[src/hw/rtl/rotated_ellipse_mask_generator_defines.svh]
// Assertion macros shared by the rotated ellipse mask generator RTL.
`ifndef ROTATED_ELLIPSE_MASK_GENERATOR_DEFINES_SVH
`define ROTATED_ELLIPSE_MASK_GENERATOR_DEFINES_SVH

// Same-cycle implication, sampled on clk and disabled while rst_n is low.
`define REMG_ASSERT_IMP(label, ante, cons, msg) \
  label: assert property (@(posedge clk) disable iff (!rst_n) (ante) |-> (cons)) \
    else $error(msg);

// Next-cycle implication, sampled on clk and disabled while rst_n is low.
`define REMG_ASSERT_NEXT(label, ante, cons, msg) \
  label: assert property (@(posedge clk) disable iff (!rst_n) (ante) |=> (cons)) \
    else $error(msg);

`endif

[src/hw/rtl/remg_pkg.sv]
// Types, constants and the Q1.14 sine table of the rotated ellipse mask generator.
`default_nettype none

package remg_pkg;

  localparam int MAX_RADIUS_DEF = 31;

  localparam int RADIUS_W   = 5;
  localparam int DEG_W      = 9;
  localparam int INDEX_W    = 6;
  localparam int ROW_BITS_W = 63;
  localparam int SIN_W      = 16;
  localparam int RSQ_W      = 2 * RADIUS_W;
  localparam int SQ_W       = 30;
  localparam int ACC_W      = 56;
  localparam int MA_W       = 44;
  localparam int MB_W       = 17;
  localparam int PROD_W     = MA_W + MB_W;
  localparam int RHS_SHIFT  = 28;

  localparam logic [DEG_W-1:0] DEG_FULL = 9'd360;

  typedef enum logic [1:0] {
    ST_IDLE,
    ST_SETUP,
    ST_WALK,
    ST_EMIT
  } state_t;

  // Setup program: each step is one multiply followed by one write-back.
  typedef enum logic [3:0] {
    STEP_A2,
    STEP_B2,
    STEP_CC,
    STEP_SS,
    STEP_CS,
    STEP_A_LO,
    STEP_A_HI,
    STEP_C_LO,
    STEP_C_HI,
    STEP_B,
    STEP_RHS,
    STEP_AXIS2,
    STEP_DX0,
    STEP_DY0,
    STEP_LHS0
  } step_t;

  localparam logic [14:0] QUARTER_SINE [0:90] = '{
        0,   286,   572,   857,  1143,  1428,  1713,  1997,  2280,  2563,
     2845,  3126,  3406,  3686,  3964,  4240,  4516,  4790,  5063,  5334,
     5604,  5872,  6138,  6402,  6664,  6924,  7182,  7438,  7692,  7943,
     8192,  8438,  8682,  8923,  9162,  9397,  9630,  9860, 10087, 10311,
    10531, 10749, 10963, 11174, 11381, 11585, 11786, 11982, 12176, 12365,
    12551, 12733, 12911, 13085, 13255, 13421, 13583, 13741, 13894, 14044,
    14189, 14330, 14466, 14598, 14726, 14849, 14968, 15082, 15191, 15296,
    15396, 15491, 15582, 15668, 15749, 15826, 15897, 15964, 16026, 16083,
    16135, 16182, 16225, 16262, 16294, 16322, 16344, 16362, 16374, 16382,
    16384
  };

  // Sine of deg degrees in Q1.14; deg must lie in 0..359.
  function automatic logic signed [SIN_W-1:0] sine_q14(input logic [DEG_W-1:0] deg);
    logic [DEG_W-1:0]        k;
    logic                    neg;
    logic signed [SIN_W-1:0] mag;
    if (deg <= 9'd90) begin
      k   = deg;
      neg = 1'b0;
    end else if (deg <= 9'd180) begin
      k   = 9'd180 - deg;
      neg = 1'b0;
    end else if (deg <= 9'd270) begin
      k   = deg - 9'd180;
      neg = 1'b1;
    end else begin
      k   = DEG_FULL - deg;
      neg = 1'b1;
    end
    mag = {1'b0, QUARTER_SINE[k[6:0]]};
    return neg ? -mag : mag;
  endfunction

  // Cosine of deg degrees in Q1.14, taken as the sine of deg + 90.
  function automatic logic signed [SIN_W-1:0] cosine_q14(input logic [DEG_W-1:0] deg);
    logic [DEG_W:0] d;
    d = {1'b0, deg} + 10'd90;
    if (d >= {1'b0, DEG_FULL}) begin
      d = d - {1'b0, DEG_FULL};
    end
    return sine_q14(d[DEG_W-1:0]);
  endfunction

endpackage

`default_nettype wire

[src/hw/rtl/rotated_ellipse_mask_generator.sv]
// Rotated ellipse morphology mask generator: one request in, one mask row per result out.
//
// Input channel (in_*): a request carries two radii and a rotation in degrees.
// Angles 360..511 are taken modulo 360 and radii above MAX_RADIUS saturate.
// Output channel (out_*): one result per mask row, top row first, with
// out_last_row set on row 2*axis, axis being the larger radius.
// A request is taken when in_valid is high and in_stall is low; in_stall
// stays high from then until the last row has been loaded into the output
// register, so one request is in work at a time.
// Setup: one shared 44x17 multiplier computes the quadratic-form coefficients,
// each step a multiply followed by a write-back; then each row is walked at one
// pixel per cycle by forward differencing on the lhs_r accumulator, and the row
// is then handed over to the output register.
// When the receiver stalls, the finished row waits in the output register and
// the sequencer holds before the next row until the register is free.
// Synchronous reset (rst_n low) returns to idle and drops out_valid.
`default_nettype none

`include "rotated_ellipse_mask_generator_defines.svh"

module rotated_ellipse_mask_generator #(
  parameter int MAX_RADIUS = remg_pkg::MAX_RADIUS_DEF
) (
  input  wire logic                            clk,
  input  wire logic                            rst_n,
  input  wire logic                            in_valid,
  output logic                                 in_stall,
  input  wire logic [remg_pkg::RADIUS_W-1:0]   in_x_radius,
  input  wire logic [remg_pkg::RADIUS_W-1:0]   in_y_radius,
  input  wire logic [remg_pkg::DEG_W-1:0]      in_rotation_deg,
  output logic                                 out_valid,
  input  wire logic                            out_stall,
  output logic [remg_pkg::INDEX_W-1:0]         out_row_index,
  output logic [remg_pkg::ROW_BITS_W-1:0]      out_row_bits,
  output logic                                 out_last_row
);

  import remg_pkg::*;

  localparam int ROW_W = 2 * MAX_RADIUS + 1;
  localparam int IDX_W = $clog2(ROW_W);

  localparam logic [RADIUS_W-1:0] RADIUS_CAP = RADIUS_W'(MAX_RADIUS);

  // Control state.
  state_t state_r, state_nxt;
  step_t  step_r;
  logic   phase_r;
  logic   out_valid_r, out_valid_nxt;

  // Request operands.
  logic [RADIUS_W-1:0]     rx_r, ry_r, axis_r;
  logic [DEG_W-1:0]        deg_r;
  logic                    empty_r;
  logic signed [SIN_W-1:0] s_r, c_r;

  // Shared multiplier.
  logic signed [MA_W-1:0]   mul_a;
  logic signed [MB_W-1:0]   mul_b;
  logic signed [PROD_W-1:0] prod_r;
  logic signed [ACC_W-1:0]  prod_lo;

  // Coefficients of lhs(x,y) = A*x^2 + B*x*y + C*y^2.
  logic [RSQ_W-1:0]         a2_r, b2_r, axis2_r;
  logic signed [SQ_W-1:0]   cc_r, ss_r, cs_r;
  logic signed [ACC_W-1:0]  coef_a_r, coef_b_r, coef_c_r, rhs_r;
  logic signed [MA_W-1:0]   sum_r;
  logic signed [RSQ_W:0]    b2_minus_a2;
  logic signed [ACC_W-1:0]  two_a, two_c;

  // Forward-difference walk.
  logic signed [ACC_W-1:0]  lhs_r, dx_r, lhs_row_r, dxrow_r, dy_r;
  logic [ROW_W-1:0]         row_r;
  logic [INDEX_W-1:0]       xcnt_r, ycnt_r;
  logic [INDEX_W-1:0]       two_axis;
  logic                     pix_in;

  // Output register.
  logic [INDEX_W-1:0]       out_row_index_r;
  logic [ROW_BITS_W-1:0]    out_row_bits_r;
  logic                     out_last_row_r;

  logic accept_in;
  logic emit_load;
  logic row_last;
  logic setup_done;

  assign two_axis    = {axis_r, 1'b0};
  assign prod_lo     = prod_r[ACC_W-1:0];
  assign two_a       = coef_a_r <<< 1;
  assign two_c       = coef_c_r <<< 1;
  assign b2_minus_a2 = $signed({1'b0, b2_r}) - $signed({1'b0, a2_r});
  assign pix_in      = !empty_r && (lhs_r <= rhs_r);

  // Next state.
  always_comb begin
    state_nxt = state_r;
    unique case (state_r)
      ST_IDLE: begin
        if (in_valid) state_nxt = ST_SETUP;
      end
      ST_SETUP: begin
        if (setup_done) state_nxt = ST_WALK;
      end
      ST_WALK: begin
        if (xcnt_r == two_axis) state_nxt = ST_EMIT;
      end
      ST_EMIT: begin
        if (emit_load) state_nxt = row_last ? ST_IDLE : ST_WALK;
      end
      default: state_nxt = ST_IDLE;
    endcase
  end

  // Control outputs.
  always_comb begin
    in_stall      = (state_r != ST_IDLE);
    accept_in     = in_valid && (state_r == ST_IDLE);
    setup_done    = (state_r == ST_SETUP) && phase_r && (step_r == STEP_LHS0);
    row_last      = (ycnt_r == two_axis);
    emit_load     = (state_r == ST_EMIT) && (!out_valid_r || !out_stall);
    out_valid_nxt = emit_load || (out_valid_r && out_stall);
  end

  // Operand selection for the shared multiplier.
  always_comb begin
    mul_a = '0;
    mul_b = '0;
    unique case (step_r)
      STEP_A2: begin
        mul_a = MA_W'(rx_r);
        mul_b = MB_W'(rx_r);
      end
      STEP_B2: begin
        mul_a = MA_W'(ry_r);
        mul_b = MB_W'(ry_r);
      end
      STEP_CC: begin
        mul_a = MA_W'(c_r);
        mul_b = MB_W'(c_r);
      end
      STEP_SS: begin
        mul_a = MA_W'(s_r);
        mul_b = MB_W'(s_r);
      end
      STEP_CS: begin
        mul_a = MA_W'(c_r);
        mul_b = MB_W'(s_r);
      end
      STEP_A_LO: begin
        mul_a = MA_W'(cc_r);
        mul_b = MB_W'(b2_r);
      end
      STEP_A_HI: begin
        mul_a = MA_W'(ss_r);
        mul_b = MB_W'(a2_r);
      end
      STEP_C_LO: begin
        mul_a = MA_W'(ss_r);
        mul_b = MB_W'(b2_r);
      end
      STEP_C_HI: begin
        mul_a = MA_W'(cc_r);
        mul_b = MB_W'(a2_r);
      end
      STEP_B: begin
        mul_a = MA_W'(cs_r);
        mul_b = MB_W'(b2_minus_a2);
      end
      STEP_RHS: begin
        mul_a = MA_W'(a2_r);
        mul_b = MB_W'(b2_r);
      end
      STEP_AXIS2: begin
        mul_a = MA_W'(axis_r);
        mul_b = MB_W'(axis_r);
      end
      STEP_DX0, STEP_DY0: begin
        mul_a = sum_r;
        mul_b = MB_W'(axis_r);
      end
      STEP_LHS0: begin
        mul_a = sum_r;
        mul_b = MB_W'(axis2_r);
      end
      default: begin
        mul_a = '0;
        mul_b = '0;
      end
    endcase
  end

  // Control registers.
  always_ff @(posedge clk) begin
    if (!rst_n) begin
      state_r     <= ST_IDLE;
      step_r      <= STEP_A2;
      phase_r     <= 1'b0;
      out_valid_r <= 1'b0;
    end else begin
      state_r     <= state_nxt;
      out_valid_r <= out_valid_nxt;
      if (accept_in) begin
        step_r  <= STEP_A2;
        phase_r <= 1'b0;
      end else if (state_r == ST_SETUP) begin
        phase_r <= !phase_r;
        if (phase_r && !setup_done) step_r <= step_t'(step_r + 4'd1);
      end
    end
  end

  // Datapath.
  always_ff @(posedge clk) begin
    if (accept_in) begin
      rx_r    <= (in_x_radius > RADIUS_CAP) ? RADIUS_CAP : in_x_radius;
      ry_r    <= (in_y_radius > RADIUS_CAP) ? RADIUS_CAP : in_y_radius;
      axis_r  <= (in_x_radius > in_y_radius) ?
                 ((in_x_radius > RADIUS_CAP) ? RADIUS_CAP : in_x_radius) :
                 ((in_y_radius > RADIUS_CAP) ? RADIUS_CAP : in_y_radius);
      empty_r <= (in_x_radius == '0) || (in_y_radius == '0);
      deg_r   <= (in_rotation_deg >= DEG_FULL) ? in_rotation_deg - DEG_FULL
                                               : in_rotation_deg;
    end

    if (state_r == ST_SETUP && !phase_r) begin
      prod_r <= mul_a * mul_b;
      // The rotation is negated: sin(-t) = -sin(t), cos(-t) = cos(t).
      if (step_r == STEP_A2) begin
        s_r <= -sine_q14(deg_r);
        c_r <= cosine_q14(deg_r);
      end
    end

    if (state_r == ST_SETUP && phase_r) begin
      unique case (step_r)
        STEP_A2:   a2_r     <= prod_r[RSQ_W-1:0];
        STEP_B2:   b2_r     <= prod_r[RSQ_W-1:0];
        STEP_CC:   cc_r     <= prod_r[SQ_W-1:0];
        STEP_SS:   ss_r     <= prod_r[SQ_W-1:0];
        STEP_CS:   cs_r     <= prod_r[SQ_W-1:0];
        STEP_A_LO: coef_a_r <= prod_lo;
        STEP_A_HI: coef_a_r <= coef_a_r + prod_lo;
        STEP_C_LO: coef_c_r <= prod_lo;
        STEP_C_HI: coef_c_r <= coef_c_r + prod_lo;
        STEP_B:    coef_b_r <= prod_lo <<< 1;
        STEP_RHS:  rhs_r    <= prod_lo <<< RHS_SHIFT;
        STEP_AXIS2: begin
          axis2_r <= prod_r[RSQ_W-1:0];
          sum_r   <= MA_W'(two_a + coef_b_r);
        end
        STEP_DX0: begin
          // Step in x at the left edge of the top row: A*(1-2*axis) - B*axis.
          dxrow_r <= coef_a_r - prod_lo;
          sum_r   <= MA_W'(two_c + coef_b_r);
        end
        STEP_DY0: begin
          dy_r  <= coef_c_r - prod_lo;
          sum_r <= MA_W'(coef_a_r + coef_b_r + coef_c_r);
        end
        STEP_LHS0: begin
          lhs_row_r <= prod_lo;
          lhs_r     <= prod_lo;
          dx_r      <= dxrow_r;
          row_r     <= '0;
          xcnt_r    <= '0;
          ycnt_r    <= '0;
        end
        default: ;
      endcase
    end

    if (state_r == ST_WALK) begin
      row_r[xcnt_r[IDX_W-1:0]] <= pix_in;
      lhs_r  <= lhs_r + dx_r;
      dx_r   <= dx_r + two_a;
      xcnt_r <= xcnt_r + 1'b1;
    end

    if (emit_load) begin
      out_row_index_r <= ycnt_r;
      out_row_bits_r  <= ROW_BITS_W'(row_r);
      out_last_row_r  <= row_last;
      // Move the row-start values down one row.
      lhs_row_r <= lhs_row_r + dy_r;
      lhs_r     <= lhs_row_r + dy_r;
      dy_r      <= dy_r + two_c;
      dxrow_r   <= dxrow_r + coef_b_r;
      dx_r      <= dxrow_r + coef_b_r;
      row_r     <= '0;
      xcnt_r    <= '0;
      ycnt_r    <= ycnt_r + 1'b1;
    end
  end

  assign out_valid     = out_valid_r;
  assign out_row_index = out_row_index_r;
  assign out_row_bits  = out_row_bits_r;
  assign out_last_row  = out_last_row_r;

  `REMG_ASSERT_NEXT(a_last_row_ends_mask, emit_load && row_last, state_r == ST_IDLE, "mask did not end after its last row")
  `REMG_ASSERT_IMP(a_walk_within_row, state_r == ST_WALK, xcnt_r <= two_axis, "pixel counter ran past the row")
  `REMG_ASSERT_IMP(a_walk_lhs_nonneg, state_r == ST_WALK, lhs_r >= 0, "quadratic form went negative")
  `REMG_ASSERT_NEXT(a_empty_rows_clear, emit_load && empty_r, out_row_bits == '0, "zero-radius mask has set pixels")

endmodule

`default_nettype wire

[config.mk]
export PLATFORM = sky130hd
export DESIGN_NAME = rotated_ellipse_mask_generator
export DESIGN_NICKNAME = d
export VERILOG_FILES = /design/src/hw/rtl/remg_pkg.sv /design/src/hw/rtl/rotated_ellipse_mask_generator.sv
export VERILOG_INCLUDE_DIRS = /design/src /design/src/hw/rtl
export SDC_FILE = /design/constraint.sdc
export NUM_CORES = 2
export LEC_CHECK = 0
export BUFFER_PORTS_ARGS = -buffer_cell sky130_fd_sc_hd__buf_2
export CAP_MARGIN = 20
export CORE_MARGIN = 2
export CORE_UTILIZATION = 60
export CTS_CLUSTER_SIZE = 14
export DETAILED_ROUTE_END_ITERATION = 6
export PLACE_DENSITY_LB_ADDON = 0.08
export RECOVER_POWER = 25
export SETUP_SLACK_MARGIN = 0.5
export SYNTH_ARGS = -nofsm -noshare
export SYNTH_HDL_FRONTEND = slang
export SYNTH_SLANG_ARGS = --single-unit
[constraint.sdc]
create_clock -name clk -period 11 [get_ports clk]
set_input_delay 0 -clock clk [delete_from_list [all_inputs] [get_ports clk]]
set_output_delay 0 -clock clk [all_outputs]
set_load 0.1 [all_outputs]
After elaboration in Yosys (flattened, before gate mapping)

Memory sizes are Yosys's and may differ from the RTL's.
Cells that the tools add are included.

Flip-flop bits (word level): 905
Bits in read-only memories: 3840
Output and inout bits: 72
Memories: 2

$add $sub $neg: 29
$mul: 1
$lt $le $gt $ge: 16
Equality and inequality tests: 23
Mux-type cells: 67
Bitwise logic cells: 3
Reductions and logical operators: 61

Memories:

| name            | depth | bits a word | rd ports | clocked after memory_dff | wr ports | line           | text |
|---|---|---|---|---|---|---|---|
| (no name shown) | 128   | 15          | 1        | 0                        | 0        | remg_pkg.sv:80 | `mag = {1'b0, QUARTER_SINE[k[6:0]]};` |
| (no name shown) | 128   | 15          | 1        | 0                        | 0        | remg_pkg.sv:80 |  |

Operator list:

| operator                                                               | count |
|---|---|
| 56-bit two-way mux                                                     | 15 |
| 44-bit case mux with 10 select lines                                   | 1 |
| 56-bit adder                                                           | 7 |
| 56-bit case mux with 2 select lines                                    | 2 |
| 63-bit two-way mux                                                     | 3 |
| 44-bit adder                                                           | 4 |
| 17-bit case mux with 9 select lines                                    | 1 |
| 44-bit case mux with 3 select lines                                    | 1 |
| 56-bit subtractor                                                      | 2 |
| 15-bit two-way mux                                                     | 5 |
| 7-bit two-way mux                                                      | 10 |
| 63-bit bitwise mux                                                     | 1 |
| 56-bit <= comparator                                                   | 1 |
| 44-bit by 17-bit multiplier with 56-bit output                         | 1 |
| 9-bit two-way mux                                                      | 4 |
| 2-bit AND reduction                                                    | 18 |
| 15-bit negator with 16-bit output                                      | 2 |
| 4-bit equality test (second input constant)                            | 7 |
| 6-bit two-way mux                                                      | 4 |
| 9-bit by 7-bit <= comparator with 1-bit output (second input constant) | 2 |
| 9-bit by 8-bit <= comparator with 1-bit output (second input constant) | 2 |
| 9-bit <= comparator (second input constant)                            | 2 |
| 2-bit nonzero test                                                     | 9 |
| 9-bit subtractor (second input constant)                               | 2 |
| 40 further kinds                                                       | 94 |

Logic depth before layout (Yosys ltp)

Depth in word-level cells: 17
Mapped depth: 45
Gate-level depth less buffers: 43

Worst setup path after synthesis

OpenSTA, ideal clock, no wires.

Path kind: register -> register
From: register step_r[0]
To: register prod_r[49] (data pin)
Library setup time: 259 ps
Arrival time: 9473 ps
Required time: 10741 ps
Slack: 1268 ps
Stages on the path, launching flop included: 35
Buffers on the path: 2
Clock period less this slack: 9732 ps
Path through: dfxtp_1 -> inv_1 -> ha_1 -> clkbuf_1 -> nand3_1 -> nand3_1 -> clkbuf_1 -> a221o_1 -> a2111oi_0 -> nor2_1 -> fa_1 -> inv_1 -> fa_1 -> fa_1 -> fa_1 -> inv_1 -> fa_1 -> inv_1 -> fa_1 -> inv_1 -> ha_1 -> and2_1 -> a221oi_1 -> a31oi_1 -> a21oi_1 -> o31a_1 -> o21ai_0 -> nand3_1 -> a31oi_1 -> o31ai_1 -> o21ai_0 -> a2111oi_0 -> o21bai_1 -> a21o_1 -> xor2_1

Word-level cells in the longest chain between the ends: 4
Elaborated cells on any way between the ends: 26
Those cells by class: mul: 1; eq/ne: 14; mux: 2; reduce/logical: 9

Ends and longest elaborated chain:

| element                                                                                            | line                                  | text |
|---|---|---|
| start, declared                                                                                    | rotated_ellipse_mask_generator.sv:47  | `step_t step_r;` |
| start signal, assigned                                                                             | rotated_ellipse_mask_generator.sv:208 | `if (phase_r && !setup_done) step_r <= step_t'(step_r + 4'd1);` |
| 4-bit equality test (tied with other cells)                                                        | rotated_ellipse_mask_generator.sv:129 | `unique case (step_r)` |
| 3-bit OR reduction (no line) / 2-bit OR reduction (equally long branches)                          | --                                    |  |
| 44-bit case mux with 10 select lines / 17-bit case mux with 9 select lines (equally long branches) | rotated_ellipse_mask_generator.sv:129 |  |
| 44-bit by 17-bit multiplier with 56-bit output (*)                                                 | rotated_ellipse_mask_generator.sv:227 | `prod_r <= mul_a * mul_b;` |
| end signal, assigned                                                                               | rotated_ellipse_mask_generator.sv:227 |  |
| end, declared                                                                                      | rotated_ellipse_mask_generator.sv:60  | `logic signed [PROD_W-1:0] prod_r;` |

Every way passes the cells marked *; elsewhere a longest branch is shown, timed or not.
A chain may end at the register's enable or synchronous reset.

Worst setup path after layout

From: register a2_r[0]
To: register prod_r[55] (data pin)

Word-level cells in the longest chain between the ends: 3
Elaborated cells on any way between the ends: 4
Those cells by class: add/sub: 1; mul: 1; mux: 2

Ends and longest elaborated chain:

| element                                            | line                                  | text |
|---|---|---|
| start, declared                                    | rotated_ellipse_mask_generator.sv:64  | `logic [RSQ_W-1:0] a2_r, b2_r, axis2_r;` |
| start signal, assigned                             | rotated_ellipse_mask_generator.sv:237 | `STEP_A2: a2_r <= prod_r[RSQ_W-1:0];` |
| 10-bit by 10-bit subtractor with 11-bit output     | rotated_ellipse_mask_generator.sv:92  | `assign b2_minus_a2 = $signed({1'b0, b2_r}) - $signed({1'b0, a2_r});` |
| 17-bit case mux with 9 select lines                | rotated_ellipse_mask_generator.sv:129 |  |
| 44-bit by 17-bit multiplier with 56-bit output (*) | rotated_ellipse_mask_generator.sv:227 |  |

Marked as above.

==> flow_metrics.env <==
export IMPL_io_buffers=94
export IMPL_track_usage=0.379
export IMPL_cts_buffers=105
export IMPL_firstDrtPassIters=7
export IMPL_ys_seq_area_frac=0.278
export IMPL_io_pins=95
export IMPL_grt_max_degree=132
export IMPL_cp_common_cell="fa_1"
export IMPL_r2r_end="prod_r[55]"
export IMPL_hp_class="in -> reg"
export IMPL_gr_max_usage_layer="met2"
export IMPL_antenna_found_initial=9
export IMPL_setup_viol=0
export IMPL_fin_crit_ps=10100
export IMPL_syn_inst=10466
export IMPL_drt_total_wl_um=311000
export IMPL_ctsHtreeMaxLevel=3
export IMPL_worst_setup_path_type="reg -> reg"
export IMPL_p_leak_nw=43.4
export IMPL_drive_above_1_share=0.0495
export IMPL_clock_root_buffer="clkbuf_16"
export IMPL_maxCapViolCount=10
export IMPL_cp_top_family="compound AO/OA/AOI/OAI gates"
export IMPL_yosysTopAreaCellShare=0.262
export IMPL_start_util=0.602
export IMPL_cpPeakStageDelay_ps=520
export IMPL_timing_critical_path_from="a2_r[0]"
export IMPL_finalMaxSlewViolations=444
export IMPL_arrival_ps=10530
export IMPL_required_ps=11430
export IMPL_critPathBufInv=7
export IMPL_grt_pass1_wl_um=475000
export IMPL_path_clk_slew_ps=60
export IMPL_cp_depth=43
export IMPL_startpoint_type="flip-flop"
export IMPL_critPathCaptureType="flip-flop"
export IMPL_ys_top_cells_by_area="edfxtp_1 26%, fa_1 15%, ha_1 11%"
export IMPL_nFillCells=13212
export IMPL_r2r_slack_ps=900
export IMPL_use_met3=0.0691
export IMPL_gp_congestion=1.02
export IMPL_die_w_um=402
export IMPL_endpoint="prod_r[55]"
export IMPL_met1_usage=0.550
export IMPL_dr_total_vias=81472
export IMPL_yosys_area_top_type="edfxtp_1"
export IMPL_cts_tree="done"
export IMPL_powerDensity_mw_per_mm2=101
export IMPL_async_flop_share=0
export IMPL_syn2layout_area_growth_pct=7.05
export IMPL_syn_area_sq_mm=0.0950
export IMPL_wl_per_cell_um=24.7
export IMPL_grt_use_met2=0.573
export IMPL_finClkSkew_ps=101
export IMPL_overflow=0
export IMPL_synth_seq_cells=905
export IMPL_synth_edf_count=828
export IMPL_routed_via_density=6.48
export IMPL_rows=146
export IMPL_drt_iter0_markers=9735
export IMPL_clock_latency_ps=790
export IMPL_slowest_stage="fa_1"
export IMPL_synth_area_per_cell_sq_um=9.08
export IMPL_fmax_mhz=99.0
export IMPL_final_common_cell="inv_1"
export IMPL_tns_ps=0
export IMPL_ir_worst_vdd_mv=0.161
export IMPL_core_sq_mm=0.158
export IMPL_final_cell_mix="1,092 x inv_1, 985 x nor2_1, 976 x nand2_1"
export IMPL_hold_slack_ps=58.3
export IMPL_max_slew_margin_rel=-2.18
export IMPL_first_global_vias=79526
export IMPL_die_area_sq_mm=0.162
export IMPL_synth_warning_count=0
export IMPL_finalCritPeriodShare=0.918
export IMPL_finalHoldViolations=0
export IMPL_cts_sinks=905
export IMPL_ys_flop_type="edfxtp_1"
export IMPL_synth_nets=12006
export IMPL_ff2ff_path_depth=43
export IMPL_r2r_start="a2_r[0]"
export IMPL_critPathMaxFanout=8
export IMPL_ys_types=121
export IMPL_dp_hpwl_um=240000
export IMPL_tightest_slew_ps=4760
export IMPL_nNetsFinal=11961
export IMPL_ant_nets=0
export IMPL_rsz0062_at_grt="false"
export IMPL_status="finished with violations"
export IMPL_clk_path_buf_depth=3
export IMPL_die_h_um=402
export IMPL_violations="design-rule violations, max-capacitance violations, max-slew violations"
export IMPL_drc=2
[layout make-up]
cell class                      count  area [sq um]  area share
Clock inverter                     66           836     0.00822
Multi-Input combinational cell   8003         63000       0.620
Antenna cell                        2          5.00   0.0000492
Timing Repair Buffer              306          1930      0.0190
Tap cell                         2072          2590      0.0255
Clock buffer                      128          2780      0.0273
Inverter                         1100          4130      0.0406
Sequential cell                   905         26400       0.260
[cell usage after synthesis (all sizes together) (21+ instances only)]
cell type / number
a221oi: 45
a211o: 33
o21ai: 598
and3: 83
a31oi: 73
nor3: 161
clkbuf: 371
o211ai: 144
xnor2: 441
a22oi: 58
dfxtp: 77
a21o: 274
nand3: 201
nand2: 981
o31ai: 68
mux2: 52
o311ai: 35
a311oi: 21
a211oi: 89
xor2: 180
a21boi: 21
nand4: 73
fa: 715
nor2b: 90
a221o: 24
o21bai: 127
or2: 44
mux2i: 34
edfxtp: 828
and2: 71
buf: 87
nor2: 990
o21a: 85
a21oi: 729
ha: 802
a222oi: 22
or3: 117
nand2b: 131
nor4: 38
inv: 1098
[where the power goes]
group / internal, W / leakage (nW) / total (W) / switching (W)
sequential: 0.00389 / 7.91 / 0.00400 / 0.000116
combinational: 0.000866 / 33.8 / 0.00249 / 0.00162
clock: 0.00210 / 1.75 / 0.00373 / 0.00163
total: 0.00686 / 43.4 / 0.0102 / 0.00337
[worst min-delay path by stage]
stage | start | end | slack (ps) | depth (start not counted)
global placement | in_rotation_deg[0] | deg_r[0] | 200 | 1
detailed placement | in_rotation_deg[2] | deg_r[2] | 210 | 1
CTS | rst_n | state_r[1] | 3 | 4
floorplan | in_rotation_deg[0] | deg_r[0] | 100 | 0
finish | rst_n | state_r[1] | 60 | 4
global route | rst_n | out_valid | 90 | 3
[cells by family (layout without fill, tap and decap cells)]
logic type | count (synthesis) | in the layout | synth area share
DFF | 905 | 905 | 0.278
and+or+nand+nor | 3074 | 3074 | 0.149
xor gates and xnor gates | 621 | 621 | 0.0573
adders and majority gates | 1518 | 1518 | 0.256
AOI/OAI and AO/OA | 2702 | 2702 | 0.186
other | 0 | 2 | 0
buffers and inverters | 1558 | 1600 | 0.0630
muxes | 88 | 88 | 0.0104
[state kept, by name (all words and copies together), names as in the netlist, 28 cells and up]
register / cells
sum_r: 44
cs_r: 30
lhs_r: 56
out_row_bits: 63
dy_r: 56
ss_r: 30
dxrow_r: 56
coef_c_r: 56
rhs_r: 28
row_r: 63
dx_r: 56
coef_b_r: 55
cc_r: 30
lhs_row_r: 56
prod_r: 56
coef_a_r: 56
[timing repair]
action / in CTS / in global routing
buffers inserted: 0 / 2
hold endpoints to repair: 58 / 0
setup endpoints to repair: 8 / 16
gates resized for setup: 5 / 24
hold buffers: 43 / 0
pin swaps: 0 / 1
[worst reg2reg max path, delay by kind of cell (launching register included)]
kind | cells | cell delay, ps
simple gates | 7 | 870
buf+inv | 7 | 750
fa+ha+maj | 9 | 3770
compound gates | 19 | 3830
xor+xnor | 1 | 150
flops | 1 | 420
[layer usage]
metal / share of wire / routed length [um] / up-vias
li1: - / - / 36614
met3: 0.11 / 34600 / 659
met5: 0.00015 / 46 / -
met2: 0.44 / 136000 / 4264
met4: 0.036 / 11200 / 6
met1: 0.42 / 129000 / 39929
[metrics by stage]
stage | instances | cell area (sq um) | setup WS, ps | utilization | power, W
detailed placement | 12340 | 97800 | 232 | 0.620 | 0.00648
floorplan | 10466 | 95000 | 1270 | - | 0.00576
finish | 12582 | 102000 | 900 | 0.644 | 0.0102
global route | 12580 | 102000 | 518 | 0.644 | 0.0106
CTS | 12577 | 102000 | 512 | 0.645 | 0.0102
global placement | 12339 | 97800 | 294 | 0.620 | 0.00647
Note: power is estimated with default switching activity, not from simulation.
